===== src/design/thc_pkg.sv =====
// ----------------------------------------------------------------------------
// thc_pkg
// Shared widths, constants, cell data types and CORDIC helpers for the
// tilt-compensated heading pipeline.
// ----------------------------------------------------------------------------
package thc_pkg;

   localparam int CORDIC_STAGES = 16;   // 8 .. 24
   localparam int CORDIC_MAX    = 24;
   localparam int STAGE_W       = 5;
   localparam int SQRT_BITS     = 24;
   localparam int SQ_REM_W      = 2 * SQRT_BITS;
   localparam int DIV_BITS      = 34;
   localparam int DIV_REM_W     = 32;
   localparam int HW            = 52;   // vectoring datapath
   localparam int ZW            = 26;   // angle, 1/65536 degree
   localparam int RW            = 33;   // Q2.30 rotation datapath
   localparam int IN_W          = 16;
   localparam int TILT_W        = 15;
   localparam int HEAD_W        = 16;
   localparam int CSR_IDX_W     = 4;
   localparam int CSR_DATA_W    = 15;

   localparam logic signed [ZW-1:0] DEG90    = 26'sd5898240;
   localparam logic signed [ZW-1:0] DEG180   = 26'sd11796480;
   localparam logic signed [RW-1:0] INV_GAIN = 33'sd652032874;
   localparam logic signed [RW:0]   ONE_Q30  = 34'sd1073741824;

   localparam logic [CSR_IDX_W-1:0] CSR_DEVIATION  = 4'd0;
   localparam logic [CSR_IDX_W-1:0] CSR_TILT_LIMIT = 4'd1;

   typedef struct packed {
      logic signed [HW-1:0] x;
      logic signed [HW-1:0] y;
      logic signed [ZW-1:0] z;
      logic                 zero;
   } vec_type;

   typedef struct packed {
      logic signed [RW-1:0] x;
      logic signed [RW-1:0] y;
      logic signed [ZW-1:0] z;
   } rot_type;

   typedef struct packed {
      logic [SQ_REM_W-1:0]  rem;
      logic [SQRT_BITS-1:0] root;
   } sqrt_type;

   typedef struct packed {
      logic [DIV_REM_W-1:0] rem;
      logic [DIV_BITS-1:0]  num;
      logic [DIV_BITS-1:0]  quo;
      logic                 neg;
      logic [DIV_REM_W-1:0] den;
   } div_type;

   // arctan(2^-i) in 1/65536 degree
   function automatic logic signed [ZW-1:0] atan_entry(input logic [STAGE_W-1:0] idx);
      logic signed [ZW-1:0] r;
      case (idx)
         5'd0:  r = 26'sd2949120;
         5'd1:  r = 26'sd1740967;
         5'd2:  r = 26'sd919879;
         5'd3:  r = 26'sd466945;
         5'd4:  r = 26'sd234379;
         5'd5:  r = 26'sd117304;
         5'd6:  r = 26'sd58666;
         5'd7:  r = 26'sd29335;
         5'd8:  r = 26'sd14668;
         5'd9:  r = 26'sd7334;
         5'd10: r = 26'sd3667;
         5'd11: r = 26'sd1833;
         5'd12: r = 26'sd917;
         5'd13: r = 26'sd458;
         5'd14: r = 26'sd229;
         5'd15: r = 26'sd115;
         5'd16: r = 26'sd57;
         5'd17: r = 26'sd29;
         5'd18: r = 26'sd14;
         5'd19: r = 26'sd7;
         5'd20: r = 26'sd4;
         5'd21: r = 26'sd2;
         5'd22: r = 26'sd1;
         default: r = '0;
      endcase
      return r;
   endfunction

   // atan2(y, x) pre-rotation into the right half plane
   function automatic vec_type vec_pre(input logic signed [HW-1:0] y,
                                       input logic signed [HW-1:0] x);
      vec_type r;
      r.zero = (x == '0) && (y == '0);
      r.x    = x;
      r.y    = y;
      r.z    = '0;
      if (x < 0) begin
         if (y >= 0) begin
            r.x = y;
            r.y = -x;
            r.z = DEG90;
         end else begin
            r.x = -y;
            r.y = x;
            r.z = -DEG90;
         end
      end
      return r;
   endfunction

endpackage


===== src/design/thc_sqrt_cell.sv =====
// ----------------------------------------------------------------------------
// thc_sqrt_cell
// One result bit of the pipelined integer square root.
// ----------------------------------------------------------------------------
module thc_sqrt_cell import thc_pkg::*; (
   input  logic               clock,
   input  logic               en,
   input  logic [STAGE_W-1:0] stage,   // result bit position
   input  sqrt_type           din,
   output sqrt_type           dout
);

   logic [SQ_REM_W:0] trial;
   sqrt_type          v_in, v_ff;

   // (root + 2^p)^2 - root^2
   always_comb begin
      trial = ((SQ_REM_W+1)'(din.root) << (6'(stage) + 6'd1))
            + ((SQ_REM_W+1)'(1) << {stage, 1'b0});
      v_in = din;
      if (trial <= {1'b0, din.rem}) begin
         v_in.rem  = din.rem - trial[SQ_REM_W-1:0];
         v_in.root = din.root | (SQRT_BITS'(1) << stage);
      end
   end

   always_ff @(posedge clock) begin
      if (en) begin
         v_ff <= v_in;
      end
   end

   assign dout = v_ff;

endmodule


===== config.mk =====
export PLATFORM = sky130hd
export DESIGN_NAME = thc_sqrt_cell
export DESIGN_NICKNAME = d
export VERILOG_FILES = /design/src/design/thc_pkg.sv /design/src/design/thc_sqrt_cell.sv
export SDC_FILE = /design/constraint.sdc
export NUM_CORES = 1
export LEC_CHECK = 0
export BUFFER_PORTS_ARGS = -buffer_cell sky130_fd_sc_hd__buf_2
export CORE_AREA = 2 2 213 131
export CTS_CLUSTER_DIAMETER = 200
export DETAILED_ROUTE_END_ITERATION = 8
export DIE_AREA = 0 0 215 133
export GPL_ROUTABILITY_DRIVEN = 0
export HOLD_SLACK_MARGIN = 0.1
export PLACE_DENSITY = 0.7
export SLEW_MARGIN = 20
export SYNTH_ARGS = -nofsm -noshare
export SYNTH_HDL_FRONTEND = slang
export SYNTH_SLANG_ARGS = --single-unit

===== constraint.sdc =====
create_clock -name clock -period 11.1 [get_ports clock]
set_input_delay 0.555 -clock clock [delete_from_list [all_inputs] [get_ports clock]]
set_output_delay 0.555 -clock clock [all_outputs]
set_load 0.01 [all_outputs]

==> flow_metrics.py <==
metrics = {
    "run_status": {
        "outcome": "completed",
    },
    "power_and_ir_drop": {
        "power.density_mw_per_mm2": 134.4,
        "leakagePower_nw": 5.713,
        "power_w": 0.001593,
        "irDropWorstVdd_uv": 76.33,
    },
    "cts": {
        "cts_buffer_depth": 2,
        "cts_tree": "done",
        "cts_hold_buf": 0,
        "cts-root-buf": "clkbuf_16",
        "ctsResizeCount": 0,
        "cts_setup_buffers": 0,
        "numCtsBuffers": 9,
        "path_clk_slew_ps": 60,
        "cts_htree_levels": 3,
        "cts_sinks": 72,
    },
    "synth": {
        "yosysTopAreaCell": "edfxtp_1",
        "synth_edf_count": 72,
        "synthFlopType": "edfxtp_1",
        "async_flop_share": 0,
        "synth_compound_area_frac": 0.2292,
        "yosysTopAreaCellShare": 0.2059,
        "synthCells": 1249,
        "synth_top_family_by_area": "compound AO/OA/AOI/OAI gates",
        "syn_nets": 1455,
        "postSynthAreaPerCell_um2": 8.408,
        "yosysUniqueCellTypes": 82,
        "synth_area_leaders": "edfxtp_1 (21%), ha_1 (15%), mux2i_1 (6.7%)",
        "synthSimpleGateAreaFrac": 0.1399,
        "synthMuxAreaShare": 0.1121,
        "yosys_warnings": 0,
        "synth_fa_ha_area_frac": 0.1520,
        "synth_seq_cells": 72,
        "synthesis.area_mm2": 0.01050,
        "synth_seq_area_share": 0.2059,
        "synth-xor-area-share": 0.08996,
    },
    "global_route": {
        "antenna_found_initial": 2,
        "grt_pass1_wl_um": 51810,
        "grt_pass1_vias": 9131,
        "grt_start_max_net_pins": 73,
        "globalRouteTotalUtil": 0.2323,
        "grt-ovfl-total": 0,
    },
    "worst_setup_path": {
        "crit_slowest_cell": "ha_1",
        "end_kind": "register",
        "critPathRequiredTime_ps": 11290,
        "slowest_delay_ps": 990,
        "arrival_ps": 9870,
        "startpoint_type": "primary input",
        "path_max_fanout": 40,
        "crit_type": "primary input to register",
    },
    "timing": {
        "timing.hold.ws_ps": 501.9,
        "finalMaxSlewViolations": 0,
        "grt_setup_unrepaired": "no",
        "setup-tns-final_ps": 0,
        "fmax_ghz": 0.1034,
        "fin_ws_ps": 1426,
        "finalHoldViolCount": 0,
        "setup_viol": 0,
        "tightest_slew_ps": 1007,
        "period_minus_slack_ps": 9674,
        "finalCritPeriodShare": 0.8715,
        "maxSlewHeadroom": 0.3286,
    },
    "finish": {
        "largest_register_ff_count": 72,
        "multi_input_area_mm2": 0.007614,
        "final_nets": 1566,
        "mostFrequentLayoutCell": "buf_2",
        "ff_latch_area_mm2": 0.002162,
        "mostFrequentLayoutCells": "buf_2 (150), ha_1 (126), inv_1 (114)",
        "drive_above_1_share": 0.1641,
        "finalNonFillerCells": 1732,
        "area_growth_pct": 12.82,
        "diodes": 0,
        "fillCellCount": 2763,
    },
    "route": {
        "drt_iter0_drc": 1068,
        "viasPerCell": 5.824,
        "drc": 0,
        "postRouteAntennaNets": 0,
        "firstDrtPassIters": 6,
        "wl_um": 34020,
        "num_vias": 10088,
        "routedWlPerCell_um": 19.64,
    },
    "placed_design": {
        "post-place-cells": 1716,
        "place_ws_ps": 1284,
        "portBuffers": 150,
        "hpwl_um": 27440,
    },
    "floorplan": {
        "start_util": 0.3899,
        "fp.dieH_um": 133,
        "die-area_mm2": 0.02860,
        "die-width_um": 215,
        "rows": 47,
        "io_pins": 151,
        "core-area_mm2": 0.02693,
    },
    "worst_hold_path": {
        "hp-class": "primary input to register",
    },
    "job": {
        "maxCapViolations": 0,
    },
}
[worst max-delay path, delay by kind of cell]
family	cells	cell delay, ps
XOR/XNOR	1	190
AO/OA/AOI/OAI	10	2590
AND/OR/NAND/NOR	11	1790
adder cells (fa/ha/maj)	3	1720
multiplexers	2	790
buffers and inverters	6	2210
[cells in the mapped netlist, types with 4 or more instances]
cell type and number:
nand3_1 28, nand2_1 77, xnor2_1 56, o31a_1 4, a31o_2 4, nor2_1 100
mux2i_1 70, o211ai_1 4, nor4_1 4, a211oi_1 11, nor2b_1 16, ha_1 126
buf_2 10, and3_1 15, buf_1 9, nand4_1 11, a221oi_1 5, a21oi_1 88
a21o_1 77, xor2_1 45, buf_6 8, o22ai_1 19, o21ai_0 48, o21a_1 4
clkbuf_1 31, o21bai_1 16, edfxtp_1 72, and2_1 15, or2_2 4, o221ai_1 4
nand2b_1 9, o31ai_1 9, nor3_1 22, a31oi_1 18, mux4_2 11, mux2_2 17
inv_1 114
[cell type report]
type / instances / share of cell area
clock buffers: 9 / 0.01901
inverters: 115 / 0.03643
repair buffers: 161 / 0.07139
clock inverters: 7 / 0.009294
flip-flops and latches: 72 / 0.1825
multi-input cells: 1001 / 0.6426
well taps: 367 / 0.03876
[power breakdown]
group          internal, W  total (W)  switching, W  leakage, nW
clock network     0.000217   0.000338      0.000121        0.161
logic             0.000340   0.000857      0.000517         4.85
registers         0.000382   0.000397     0.0000147        0.705
[cells by family (layout without fill, tap and decap cells)]
logic type,after synthesis,in the layout
buffers and inverters,176,292
DFF,72,72
AOI/OAI and AO/OA,356,356
muxes,101,101
xor gates and xnor gates,104,104
and+or+nand+nor,313,313
adders and majority gates,127,127
[path summary, 6_finish.rpt]
path                  startpoint            endpoint  slack, ps  depth (start not counted)
worst max-delay path    stage[0]  dout[68]$_DFFE_PP_       1430                         33
worst min-delay path     din[11]  dout[11]$_DFFE_PP_        500                          2
[metal layers]
layer / track usage / share of wire
met4: 0.04330 / 0.013
met1: 0.3620 / 0.49
met5: 0 / 0.00079
met2: 0.2940 / 0.36
met3: 0.08920 / 0.13
[through the flow]
step	utilization	instance area [µm²]
after floorplan	-	10500
after global placement	0.4274	11510
after detailed placement	0.4274	11510
after CTS	0.4399	11850
after global routing	0.4399	11850
final	0.4399	11850
No activity file was read; power rests on OpenSTA's default activity.
