## src/design/thc_pkg.sv

```systemverilog
// ----------------------------------------------------------------------------
// thc_pkg
// Shared widths, constants, cell data types and CORDIC helpers for the
// tilt-compensated heading pipeline.
// ----------------------------------------------------------------------------
package thc_pkg;

   localparam int CORDIC_STAGES = 16;   // 8 .. 24
   localparam int CORDIC_MAX    = 24;
   localparam int STAGE_W       = 5;
   localparam int SQRT_BITS     = 24;
   localparam int SQ_REM_W      = 2 * SQRT_BITS;
   localparam int DIV_BITS      = 34;
   localparam int DIV_REM_W     = 32;
   localparam int HW            = 52;   // vectoring datapath
   localparam int ZW            = 26;   // angle, 1/65536 degree
   localparam int RW            = 33;   // Q2.30 rotation datapath
   localparam int IN_W          = 16;
   localparam int TILT_W        = 15;
   localparam int HEAD_W        = 16;
   localparam int CSR_IDX_W     = 4;
   localparam int CSR_DATA_W    = 15;

   localparam logic signed [ZW-1:0] DEG90    = 26'sd5898240;
   localparam logic signed [ZW-1:0] DEG180   = 26'sd11796480;
   localparam logic signed [RW-1:0] INV_GAIN = 33'sd652032874;
   localparam logic signed [RW:0]   ONE_Q30  = 34'sd1073741824;

   localparam logic [CSR_IDX_W-1:0] CSR_DEVIATION  = 4'd0;
   localparam logic [CSR_IDX_W-1:0] CSR_TILT_LIMIT = 4'd1;

   typedef struct packed {
      logic signed [HW-1:0] x;
      logic signed [HW-1:0] y;
      logic signed [ZW-1:0] z;
      logic                 zero;
   } vec_type;

   typedef struct packed {
      logic signed [RW-1:0] x;
      logic signed [RW-1:0] y;
      logic signed [ZW-1:0] z;
   } rot_type;

   typedef struct packed {
      logic [SQ_REM_W-1:0]  rem;
      logic [SQRT_BITS-1:0] root;
   } sqrt_type;

   typedef struct packed {
      logic [DIV_REM_W-1:0] rem;
      logic [DIV_BITS-1:0]  num;
      logic [DIV_BITS-1:0]  quo;
      logic                 neg;
      logic [DIV_REM_W-1:0] den;
   } div_type;

   // arctan(2^-i) in 1/65536 degree
   function automatic logic signed [ZW-1:0] atan_entry(input logic [STAGE_W-1:0] idx);
      logic signed [ZW-1:0] r;
      case (idx)
         5'd0:  r = 26'sd2949120;
         5'd1:  r = 26'sd1740967;
         5'd2:  r = 26'sd919879;
         5'd3:  r = 26'sd466945;
         5'd4:  r = 26'sd234379;
         5'd5:  r = 26'sd117304;
         5'd6:  r = 26'sd58666;
         5'd7:  r = 26'sd29335;
         5'd8:  r = 26'sd14668;
         5'd9:  r = 26'sd7334;
         5'd10: r = 26'sd3667;
         5'd11: r = 26'sd1833;
         5'd12: r = 26'sd917;
         5'd13: r = 26'sd458;
         5'd14: r = 26'sd229;
         5'd15: r = 26'sd115;
         5'd16: r = 26'sd57;
         5'd17: r = 26'sd29;
         5'd18: r = 26'sd14;
         5'd19: r = 26'sd7;
         5'd20: r = 26'sd4;
         5'd21: r = 26'sd2;
         5'd22: r = 26'sd1;
         default: r = '0;
      endcase
      return r;
   endfunction

   // atan2(y, x) pre-rotation into the right half plane
   function automatic vec_type vec_pre(input logic signed [HW-1:0] y,
                                       input logic signed [HW-1:0] x);
      vec_type r;
      r.zero = (x == '0) && (y == '0);
      r.x    = x;
      r.y    = y;
      r.z    = '0;
      if (x < 0) begin
         if (y >= 0) begin
            r.x = y;
            r.y = -x;
            r.z = DEG90;
         end else begin
            r.x = -y;
            r.y = x;
            r.z = -DEG90;
         end
      end
      return r;
   endfunction

endpackage

```

## src/design/thc_div_cell.sv

```systemverilog
// ----------------------------------------------------------------------------
// thc_div_cell
// One quotient bit of the pipelined restoring divider (magnitudes).
// ----------------------------------------------------------------------------
module thc_div_cell import thc_pkg::*; (
   input  logic    clock,
   input  logic    en,
   input  div_type din,
   output div_type dout
);

   logic [DIV_REM_W:0] rem2;
   logic [DIV_REM_W:0] diff;
   logic               ge;
   div_type            v_in, v_ff;

   always_comb begin
      rem2       = {din.rem, din.num[DIV_BITS-1]};
      diff       = rem2 - {1'b0, din.den};
      ge         = rem2 >= {1'b0, din.den};
      v_in       = din;
      v_in.rem   = ge ? diff[DIV_REM_W-1:0] : rem2[DIV_REM_W-1:0];
      v_in.num   = din.num << 1;
      v_in.quo   = {din.quo[DIV_BITS-2:0], ge};
   end

   always_ff @(posedge clock) begin
      if (en) begin
         v_ff <= v_in;
      end
   end

   assign dout = v_ff;

endmodule

```

## config.mk

```make
export PLATFORM = sky130hd
export DESIGN_NAME = thc_div_cell
export DESIGN_NICKNAME = d
export VERILOG_FILES = /design/src/design/thc_pkg.sv /design/src/design/thc_div_cell.sv
export SDC_FILE = /design/constraint.sdc
export NUM_CORES = 1
export LEC_CHECK = 0
export ABC_CLOCK_PERIOD_IN_PS = 2900
export BUFFER_PORTS_ARGS = -buffer_cell sky130_fd_sc_hd__buf_2
export CAP_MARGIN = 0
export CORE_ASPECT_RATIO = 1.2
export CORE_MARGIN = 8
export CORE_UTILIZATION = 44
export DETAILED_ROUTE_END_ITERATION = 16
export PLACE_DENSITY = 0.84
export SYNTH_ARGS = -nofsm -noshare
export SYNTH_HDL_FRONTEND = slang
export SYNTH_SLANG_ARGS = --single-unit
export TNS_END_PERCENT = 30
```

## constraint.sdc

```tcl
create_clock -name clock -period 2.9 [get_ports clock]
set_clock_uncertainty 0.15 [all_clocks]
set_input_delay 0.29 -clock clock [delete_from_list [all_inputs] [get_ports clock]]
set_output_delay 0.29 -clock clock [all_outputs]
set_load 0.02 [all_outputs]
```

==> results of run 1 <==
[area by class of cell]
type / instances / area share [%]
sequential: 132 / 39.9
clock inverter: 14 / 1.69
tap: 175 / 2.21
clock buffer: 18 / 4.32
timing repair buffer: 429 / 28.7
multi-input combinational: 297 / 21.4
antenna: 1 / 0.0252
inverter: 46 / 1.74
[metrics by stage]
step	cells	hold WS (ns)	setup TNS (ns)	cell area [um^2]	util, %
finish	1112	0.0414	0	9930	70.0
floorplan	493	0.239	0	6300	-
detailed placement	980	0.318	-3.51	8260	58.3
global placement	980	0.316	-2.59	8260	58.3
global route	1112	0.0276	-0.0828	9930	70.0
CTS	1110	0.00436	0	9840	69.4
[how the worst max path moves through the flow]
stage	to	slack (ns)	from	cells past startpoint
2_1_floorplan	dout[105]	0.09	din[23]	11
3_3_place_gp	dout[132]	-0.22	din[2]	11
3_5_place_dp	dout[131]	-0.29	din[2]	12
4_1_cts	dout[107]	0.02	din[31]	12
5_1_grt	dout[125]	-0.02	din[25]	11
6_report	dout[124]	0.06	din[25]	11
[cell usage in the layout (no fill, tap or decap), drive strengths merged, types with 4 or more instances in the layout]
cell type	instances
buf	331
dlygate4sd3	98
xnor2	16
a21o	8
o31ai	7
clkbuf	18
nand3	8
a21oi	55
o21a	6
nand2b	7
a2111oi	4
ha	32
xor2	10
mux2	8
nand4	8
inv	53
nor2	37
o21ai	21
o21bai	5
edfxtp	132
nand2	24
[cells by family (layout without fill, tap and decap cells)]
family                     after synthesis  after routing  share of synthesized area (%)
AOI/OAI and AO/OA                      120            120                           11.6
DFF                                    132            132                           62.9
xor gates and xnor gates                26             26                           3.61
and+or+nand+nor                        107            107                           8.30
adders and majority gates               33             33                           6.67
muxes                                   10             10                           2.22
buffers and inverters                   64            507                           4.63
other                                    1              2                         0.0595
[repair_timing]
item,4_1_cts,5_1_grt
endpoints found under the setup margin,0,25
endpoints found under the hold margin,98,0
setup buffers,0,1
hold buffers,98,0
gates resized for setup,0,15
[power breakdown]
group | internal (uW) | switching (uW)
combinational | 632 | 821
sequential | 2330 | 61.4
clock | 1300 | 917
[per-layer routing]
layer	vias up	routed length [um]
met2	334	12000
li1	2685	-
met3	43	1910
met5	-	15
met4	2	511
met1	2717	7900
==> out/summary.txt, run 1 <==
Largest net degree at the start of global routing -> 51
GR Util met3 -> 7.18%
CTS H-Tree Depth -> 4
Layout cell share with drive strength beyond 1 -> 41.8%
GRT Total Usage -> 23.5%
Hold Path Sink -> dout[3]
Hold Crit Start -> din[3]
Drc violations -> 0
Vias -> 5781
Synth area leader -> edfxtp_1
Final period util -> 98.1%
Highest net fanout along the worst path -> 8
Top-count cell post-synth -> edfxtp_1
Slew @ Worst Pin -> 0.619 ns
Mapped Cells -> 493
Placer Congestion -> 0.878
Crit path DAT -> 2.86 ns
CP max stage delay -> 0.53 ns
Share of synthesized registers carrying an async set or reset -> 0%
CP delay by family, top -> buffers and inverters
Port-buffer cells -> 265
Worst rel slew slack -> 57.7%
Nets -> 1091
Net Count, Synth -> 661
CTS tree -> done
Die Span Y -> 147 um
VDD IR max -> 0.343 mV
Core area -> 14200 um^2
Number of flops mapped to enable cells by yosys -> 132
Status -> completed
Pre-CTS setup slack -> -0.286 ns
Num ports -> 268
Row cnt -> 48
Power per Cell Area -> 611 nW/um^2
Starting DRC count in detailed routing -> 548
Initial antenna violation count -> 2
Leak pwr -> 0.00449 uW
Clk sinks -> 132
MaxCap Viol Count -> 0
Post-detail-place hpwl -> 14800 um
Cell area after synthesis -> 6300 um^2
Chip width -> 125 um
Final worst slack -> 0.0561 ns
FF/Latch Area -> 3960 um^2
ANT nets after route -> 0
Average cell area after synthesis -> 12.8 um^2
Final Slew Violations -> 0
Yosys cell types -> 50
GR Util met2 -> 44.2%
Crit path buf inv count -> 5
Ranking of synthesized cells by area -> edfxtp_1 63%, ha_1 6.4%, a21oi_1 4.3%
DIE AREA -> 18400 um^2
Power Total -> 6060 uW
Clk root buf -> clkbuf_16
Vias in the first global route -> 6110
Synth top area share -> 62.9%
Critical path endpoint category -> flip-flop
DR pass1 iterations -> 5
Most common cell type on the critical path -> buf_4
Worst setup path class -> input pin to flip-flop
Initial Util -> 44.5%
Clk slew on worst S/H paths -> 0.06 ns
Yosys reg bits -> 132
Final setup violation count -> 0
Achievable Freq -> 352 MHz
Worst Hold Depth -> 2
Crit-path cells -> dlygate4sd3_1, buf_2, inv_1, ha_2, nand3_1, buf_4, nor4b_2, a21o_1, o21a_2, buf_4, mux2_4
Global-route wire length before repair -> 33500 um
Commonest register cell after synthesis -> edfxtp_1
Layer with the highest usage -> met2
CP required -> 2.92 ns
Synth cell count leaders -> 132 x edfxtp_1, 54 x a21oi_1, 46 x inv_1, 37 x nor2_1, 32 x ha_1
Met1 Track Usage GR -> 24.0%
Crit path launch type -> input pin
TritonCTS Buffers -> 17
Drt wl/cell -> 20.0 um
Slowest CP cell -> dlygate4sd3_1
Fill count -> 912
Via density -> 5.20
Yosys warnings -> 0
Fin. Hold Viols -> 0
Max clock buf depth -> 2
Syn-to-layout area delta -> 57.5%
Worst hold path type -> input pin to flip-flop
Final min period -> 2.84 ns
Largest register FFs -> 132
Wirelength, routed -> 22300 um
Seq/Total Area, Yosys -> 62.9%
Congestion Overflow GR -> 0
Multi-input combinational cell area -> 2130 um^2
(Power assumes the default switching activity.)
==> run 2: changes to the inputs <==
ABC_AREA = 1   (was not set)
ABC_CLOCK_PERIOD_IN_PS = not set   (was 2900)
CORE_UTILIZATION = 45   (was 44)
PLACE_DENSITY = 0.83   (was 0.84)
==> out/summary.txt, run 2 <==
Yosys cell types -> 31 (-38%)
Crit-path cells -> buf_2, inv_1, ha_1, nand2_1, nor2_2, nand2_1, nor2_2, nand2_1, nand3_1, nor2_4, nand2_8, nand3_2, nand2_1
Cell Count Post-Placement -> 1281 (+31%)
Vias -> 6641 (+15%)
Finished Cell Area -> 10500 um^2 (+5.8%)
Final worst slack -> 0.350 ns (+0.294 ns)
Crit path launch type -> input pin
Nets -> 1359 (+25%)
Crit path DAT -> 2.57 ns (-0.29 ns)
Pre-CTS setup slack -> -0.165 ns (+0.121 ns)
Wirelength, routed -> 24700 um (+11%)
Port-buffer cells -> 265 (unchanged)
Fill count -> 1211 (+33%)
Synth area leader -> edfxtp_1
Number of flops mapped to enable cells by yosys -> 132 (unchanged)
Vias in the first global route -> 6812 (+11%)
Unrepaired setup endpoints after global routing -> no
Row cnt -> 50 (+4.2%)
CTS tree -> done
Top-count cell post-synth -> nand2_1
Ranking of synthesized cells by area -> edfxtp_1 55%, nand2_1 14%, inv_1 7.8%
MaxCap Viol Count -> 0 (unchanged)
GRT Total Usage -> 24.2% (+0.72 points)
CP max stage delay -> 0.70 ns (+0.17 ns)
CTS H-Tree Depth -> 4 (unchanged)
Via density -> 4.69 (-9.7%)
TritonCTS Buffers -> 17 (unchanged)
Mapped Cells -> 786 (+59%)
Clk root buf -> clkbuf_16
Die Span Y -> 154 um (+4.9%)
Share of synthesized registers carrying an async set or reset -> 0% (unchanged)
Crit path from -> din[18]
Global-route wire length before repair -> 37900 um (+13%)
Multi-input combinational cell area -> 2550 um^2 (+20%)
CP delay by family, top -> simple AND/OR/NAND/NOR gates
Average cell area after synthesis -> 9.12 um^2 (-29%)
Finished Layout Cells -> 1415 (+27%)
Cell area after synthesis -> 7170 um^2 (+14%)
Fin. Hold Viols -> 0 (unchanged)
Worst hold slack -> 0.0382 ns (-0.00319 ns)
Yosys warnings -> 0 (unchanged)
Core area -> 15600 um^2 (+9.9%)
Largest net degree at the start of global routing -> 58 (+14%)
Highest net fanout along the worst path -> 35 (+27)
DR pass1 iterations -> 5 (unchanged)
Power per Cell Area -> 555 nW/um^2 (-9.1%)
End of the critical path -> dout[122]
Seq/Total Area, Yosys -> 55.3% (-7.6 points)
Synth top area share -> 55.3% (-7.6 points)
Yosys reg bits -> 132 (unchanged)
Initial antenna violation count -> 3 (+1)
Critical path endpoint category -> flip-flop
CP required -> 2.92 ns (about the same)
Drc violations -> 0 (unchanged)
Final min period -> 2.55 ns (-0.294 ns)
Synth cell count leaders -> 276 x nand2_1, 149 x inv_1, 132 x edfxtp_1, 52 x nand3_1, 34 x nor2_1
VDD IR max -> 0.380 mV (+11%)
Num ports -> 268 (unchanged)
Crit path buf inv count -> 2 (-3)
Slew @ Worst Pin -> 0.907 ns (+0.288 ns)
Starting DRC count in detailed routing -> 431 (-21%)
Final period util -> 87.9% (-10 points)
Most common cell after layout, fill and taps aside -> nand2_1
Most common cell type on the critical path -> nand2_1
Area after DPL -> 8930 um^2 (+8.1%)
Leak pwr -> 0.00535 uW (+19%)
Placer Congestion -> 0.896 (+2.1%)
Largest register FFs -> 132 (unchanged)
Syn-to-layout area delta -> 46.5%
Drt wl/cell -> 17.4 um (-13%)
Net Count, Synth -> 954 (+44%)
Clk slew on worst S/H paths -> 0.06 ns (about the same)
Worst hold path type -> input pin to flip-flop
Commonest register cell after synthesis -> edfxtp_1
Initial Util -> 46.0% (+1.6 points)
DIE AREA -> 20200 um^2 (+9.9%)
Max clock buf depth -> 2 (unchanged)
Worst rel slew slack -> 39.4% (-18 points)
Most frequent cells in the layout -> 276 x nand2_1, 264 x buf_2, 149 x inv_1
FF/Latch Area -> 3960 um^2 (unchanged)
Achievable Freq -> 392 MHz (+12%)
Congestion Overflow GR -> 0 (unchanged)
ANT nets after route -> 0 (unchanged)
Buffer count from post-CTS setup fixing -> 0 (unchanged)
Clk sinks -> 132 (unchanged)
Chip width -> 131 um (+4.8%)
Post-detail-place hpwl -> 17500 um (+18%)
Worst setup path class -> input pin to flip-flop
Status -> completed
Crit path depth -> 13 (+2)
Final Slew Violations -> 0 (unchanged)
Finished Core Util -> 67.4% (-2.6 points)
Final setup violation count -> 0 (unchanged)
Slowest CP cell -> nor2_4
Layout cell share with drive strength beyond 1 -> 30.1% (-12 points)
==> run 2: cell types whose count changed after synthesis, moves of 16 or more <==
cell     delta
nand3_1    +44
nand2_1   +252
nand3_2    +16
a21oi_1    -33
inv_1     +103
==> run 2: worst min path at each step <==
| stage | to | from | depth (start not counted) |
|---|---|---|---|
| 4_1_cts | dout[129] | din[128] | 3 |
| 5_1_grt | dout[111] | din[110] | 3 |
| 3_3_place_gp | dout[38] | din[37] | 1 |
| 6_report | dout[109] | din[108] | 3 |
| 2_1_floorplan | dout[0] | din[0] | 0 |
| 3_5_place_dp | dout[46] | din[45] | 1 |
==> run 2: per-stage QoR <==
stage | power (uW) | setup TNS (ns)
floorplan | 3170 | 0
global placement | 3660 | -3.29
detailed placement | 3690 | -3.87
CTS | 5840 | 0
global route | 6080 | 0
finish | 5830 | 0
==> run 2: metal layers <==
layer / vias up / wire, um / GRT usage (%)
met5: - / 13 / 0
met4: 2 / 697 / 10.7
met3: 44 / 2120 / 8.72
met2: 259 / 12600 / 42.8
met1: 3012 / 9250 / 25.5
li1: 3324 / - / -
==> run 2: timing repair <==
action                                 in CTS  in global routing
hold buffers                               99                  0
endpoints found under the hold margin      99                  0
gates resized for setup                     0                  0
==> run 2: where the power goes <==
part	total (uW)	internal [uW]	switching [uW]
clock network	2050	1130	919
logic	1400	534	870
registers	2370	2320	50.8
total	5830	3990	1840
==> run 2: kinds of logic after synthesis <==
logic type | count (synthesis) | share of synthesized area [%]
adder cells (fa/ha/maj) | 33 | 5.86
AND/OR/NAND/NOR | 419 | 26.2
XOR/XNOR | 14 | 1.71
flip-flops | 132 | 55.3
AO/OA/AOI/OAI | 24 | 1.71
other | 1 | 0.0523
buffers and inverters | 163 | 9.20
==> run 2: cell type report <==
class / count / area share, %
inverter: 152 / 5.43
multi-input combinational: 491 / 24.2
clock buffer: 17 / 4.05
tap: 208 / 2.48
sequential: 132 / 37.7
timing repair buffer: 397 / 24.6
clock inverter: 15 / 1.38
antenna: 3 / 0.0715
==> run 3: changes to the inputs <==
CORE_MARGIN = 10   (was 8)
PLACE_DENSITY = 0.8   (was 0.83)
clock period = 2.6 ns   (was 2.9 ns; I/O delays follow)
==> out/summary.txt, run 3 (synthesis gave the netlist of run 2 again) <==
Final worst slack -> 0.106 ns (-0.244 ns)
Fin. Hold Viols -> 0 (unchanged)
Final min period -> 2.49 ns
TritonCTS Buffers -> 17 (unchanged)
Largest net degree at the start of global routing -> 52 (-10%)
Vias in the first global route -> 6783 (-0.43%)
MaxCap Viol Count -> 0 (unchanged)
Num ports -> 268 (unchanged)
Drc violations -> 0 (unchanged)
Post-Route M1 WL -> 9390 um (+1.5%)
Crit path launch type -> input pin
Crit path from -> din[1]
Initial Util -> 45.8% (-0.18 points)
Metal3 WL -> 2120 um (about the same)
Global-route wire length before repair -> 36900 um (-2.6%)
Worst setup path class -> input pin to flip-flop
Row cnt -> 50 (unchanged)
Critical path endpoint category -> flip-flop
VDD IR max -> 0.376 mV (-1.1%)
Drt wl/cell -> 18.0 um (+3.0%)
Pre-CTS setup slack -> -0.000857 ns (+0.164 ns)
Max clock buf depth -> 2 (unchanged)
DIE AREA -> 21400 um^2 (+5.7%)
Die Span Y -> 158 um (+2.6%)
Worst hold slack -> 0.0118 ns (-0.0264 ns)
Final period util -> 95.9%
Worst Hold Depth -> 3 (unchanged)
Leak pwr -> 0.00533 uW (-0.27%)
Congestion Overflow GR -> 0 (unchanged)
Placer Congestion -> 0.925 (+3.2%)
Crit path DAT -> 2.52 ns (-0.05 ns)
Unrepaired setup endpoints after global routing -> no
Layout cell share with drive strength beyond 1 -> 29.5% (-0.63 points)
Chip width -> 135 um (+3.0%)
Via density -> 4.68 (-0.22%)
CP max stage delay -> 0.53 ns (-0.17 ns)
Status -> completed
Most frequent cells in the layout -> 276 x nand2_1, 264 x buf_2, 149 x inv_1
Most common cell after layout, fill and taps aside -> nand2_1
CTS tree -> done
Hold Crit Start -> din[120]
Initial antenna violation count -> 3 (unchanged)
Largest register FFs -> 132 (unchanged)
Final setup violation count -> 0 (unchanged)
Crit-path cells -> dlygate4sd3_1, buf_2, fa_1, inv_1, nand3_1, nand3_1, nand3_1, nand2_1, nand2_1, nand2_1, nand2_1, nand3_2, nand2_1
Clk root buf -> clkbuf_16
DR WL met2 -> 13000 um (+3.5%)
DR top layer -> met4
ANT nets after route -> 0 (unchanged)
GRT Total Usage -> 22.6% (-1.6 points)
Clk sinks -> 132 (unchanged)
Hold Path Sink -> dout[121]
Vias -> 6589 (-0.78%)
Syn-to-layout area delta -> 47.1%
Core area -> 15600 um^2 (+0.40%)
Starting DRC count in detailed routing -> 387 (-10%)
Highest net fanout along the worst path -> 3 (-91%)
Achievable Freq -> 401 MHz
Port-buffer cells -> 265 (unchanged)
Worst hold path type -> input pin to flip-flop
Power per Cell Area -> 629 nW/um^2 (+13%)
Post-detail-place hpwl -> 18100 um (+3.5%)
CP required -> 2.63 ns (-0.29 ns)
Wirelength, routed -> 25300 um (+2.4%)
CTS H-Tree Depth -> 4 (unchanged)
DR pass1 iterations -> 5 (unchanged)
Final Slew Violations -> 0 (unchanged)
Slowest CP cell -> dlygate4sd3_1
Clk slew on worst S/H paths -> 0.06 ns (about the same)
Nets -> 1351 (-0.59%)
Most common cell type on the critical path -> nand2_1
## run 3: changes by cell type in the layout (fill, tap and decap cells not counted), moves of 2 or more
cell | previous run | this run
clkinv_8 | 2 | 0
dlygate4sd3_1 | 99 | 105
buf_4 | 32 | 14
bufinv_16 | 0 | 2
ha_1 | 32 | 30
inv_6 | 4 | 6
buf_12 | 1 | 3
## run 3: worst max-delay path: cells and delay by family
kind / cells / cell delay (ns)
and+or+nand+nor: 9 / 0.97
buffers and inverters: 3 / 0.81
adders and majority gates: 1 / 0.49
## run 3: report_power, final
part           internal [uW]  total (uW)  switching (uW)  leakage, uW
logic                    589        1570             982      0.00375
clock network           1440        2420             983     0.000291
registers               2590        2650            55.4      0.00129
## run 3: final cells by class
type | count | area, um^2
clock buffers | 17 | 425
diodes | 3 | 7.51
fillers | 1251 | 5090
clock inverters | 15 | 168
multi-input cells | 492 | 2590
repair buffers | 388 | 2560
flip-flops and latches | 132 | 3960
inverters | 152 | 571
well taps | 208 | 260
## run 3: per-stage QoR
stage / instance area, um^2 / utilization (%) / TNS, ns / std cells / total power [uW]
after floorplan: 7170 / - / 0 / 786 / 3540
after global placement: 8810 / 56.3 / 0 / 1263 / 4060
after detailed placement: 8810 / 56.3 / -0.000857 / 1263 / 4090
after CTS: 10500 / 66.8 / 0 / 1400 / 6630
after global routing: 10500 / 67.4 / 0 / 1407 / 6930
final: 10500 / 67.4 / 0 / 1407 / 6640
## run 3: routing by layer
layer  global-route usage [%]  up-vias
met5                        0        -
met4                     8.62        0
met3                     7.09       46
met2                     40.9      277
met1                     23.9     2967
li1                         -     3299
## run 3: worst max path at each step
| stage | end | slack [ns] |
|---|---|---|
| final | dout[129] | 0.11 |
| after global routing | dout[110] | 0.001 |
| after CTS | dout[111] | 0.0005 |
| after detailed placement | dout[132] | -0.0009 |
| after global placement | dout[101] | 0.03 |
| after floorplan | dout[117] | 0.59 |
## run 3: what timing repair did
action	4_1_cts	5_1_grt
setup buffers	0	3
endpoints found under the setup margin	0	32
hold buffers	105	0
gates resized for setup	0	7
endpoints found under the hold margin	105	0
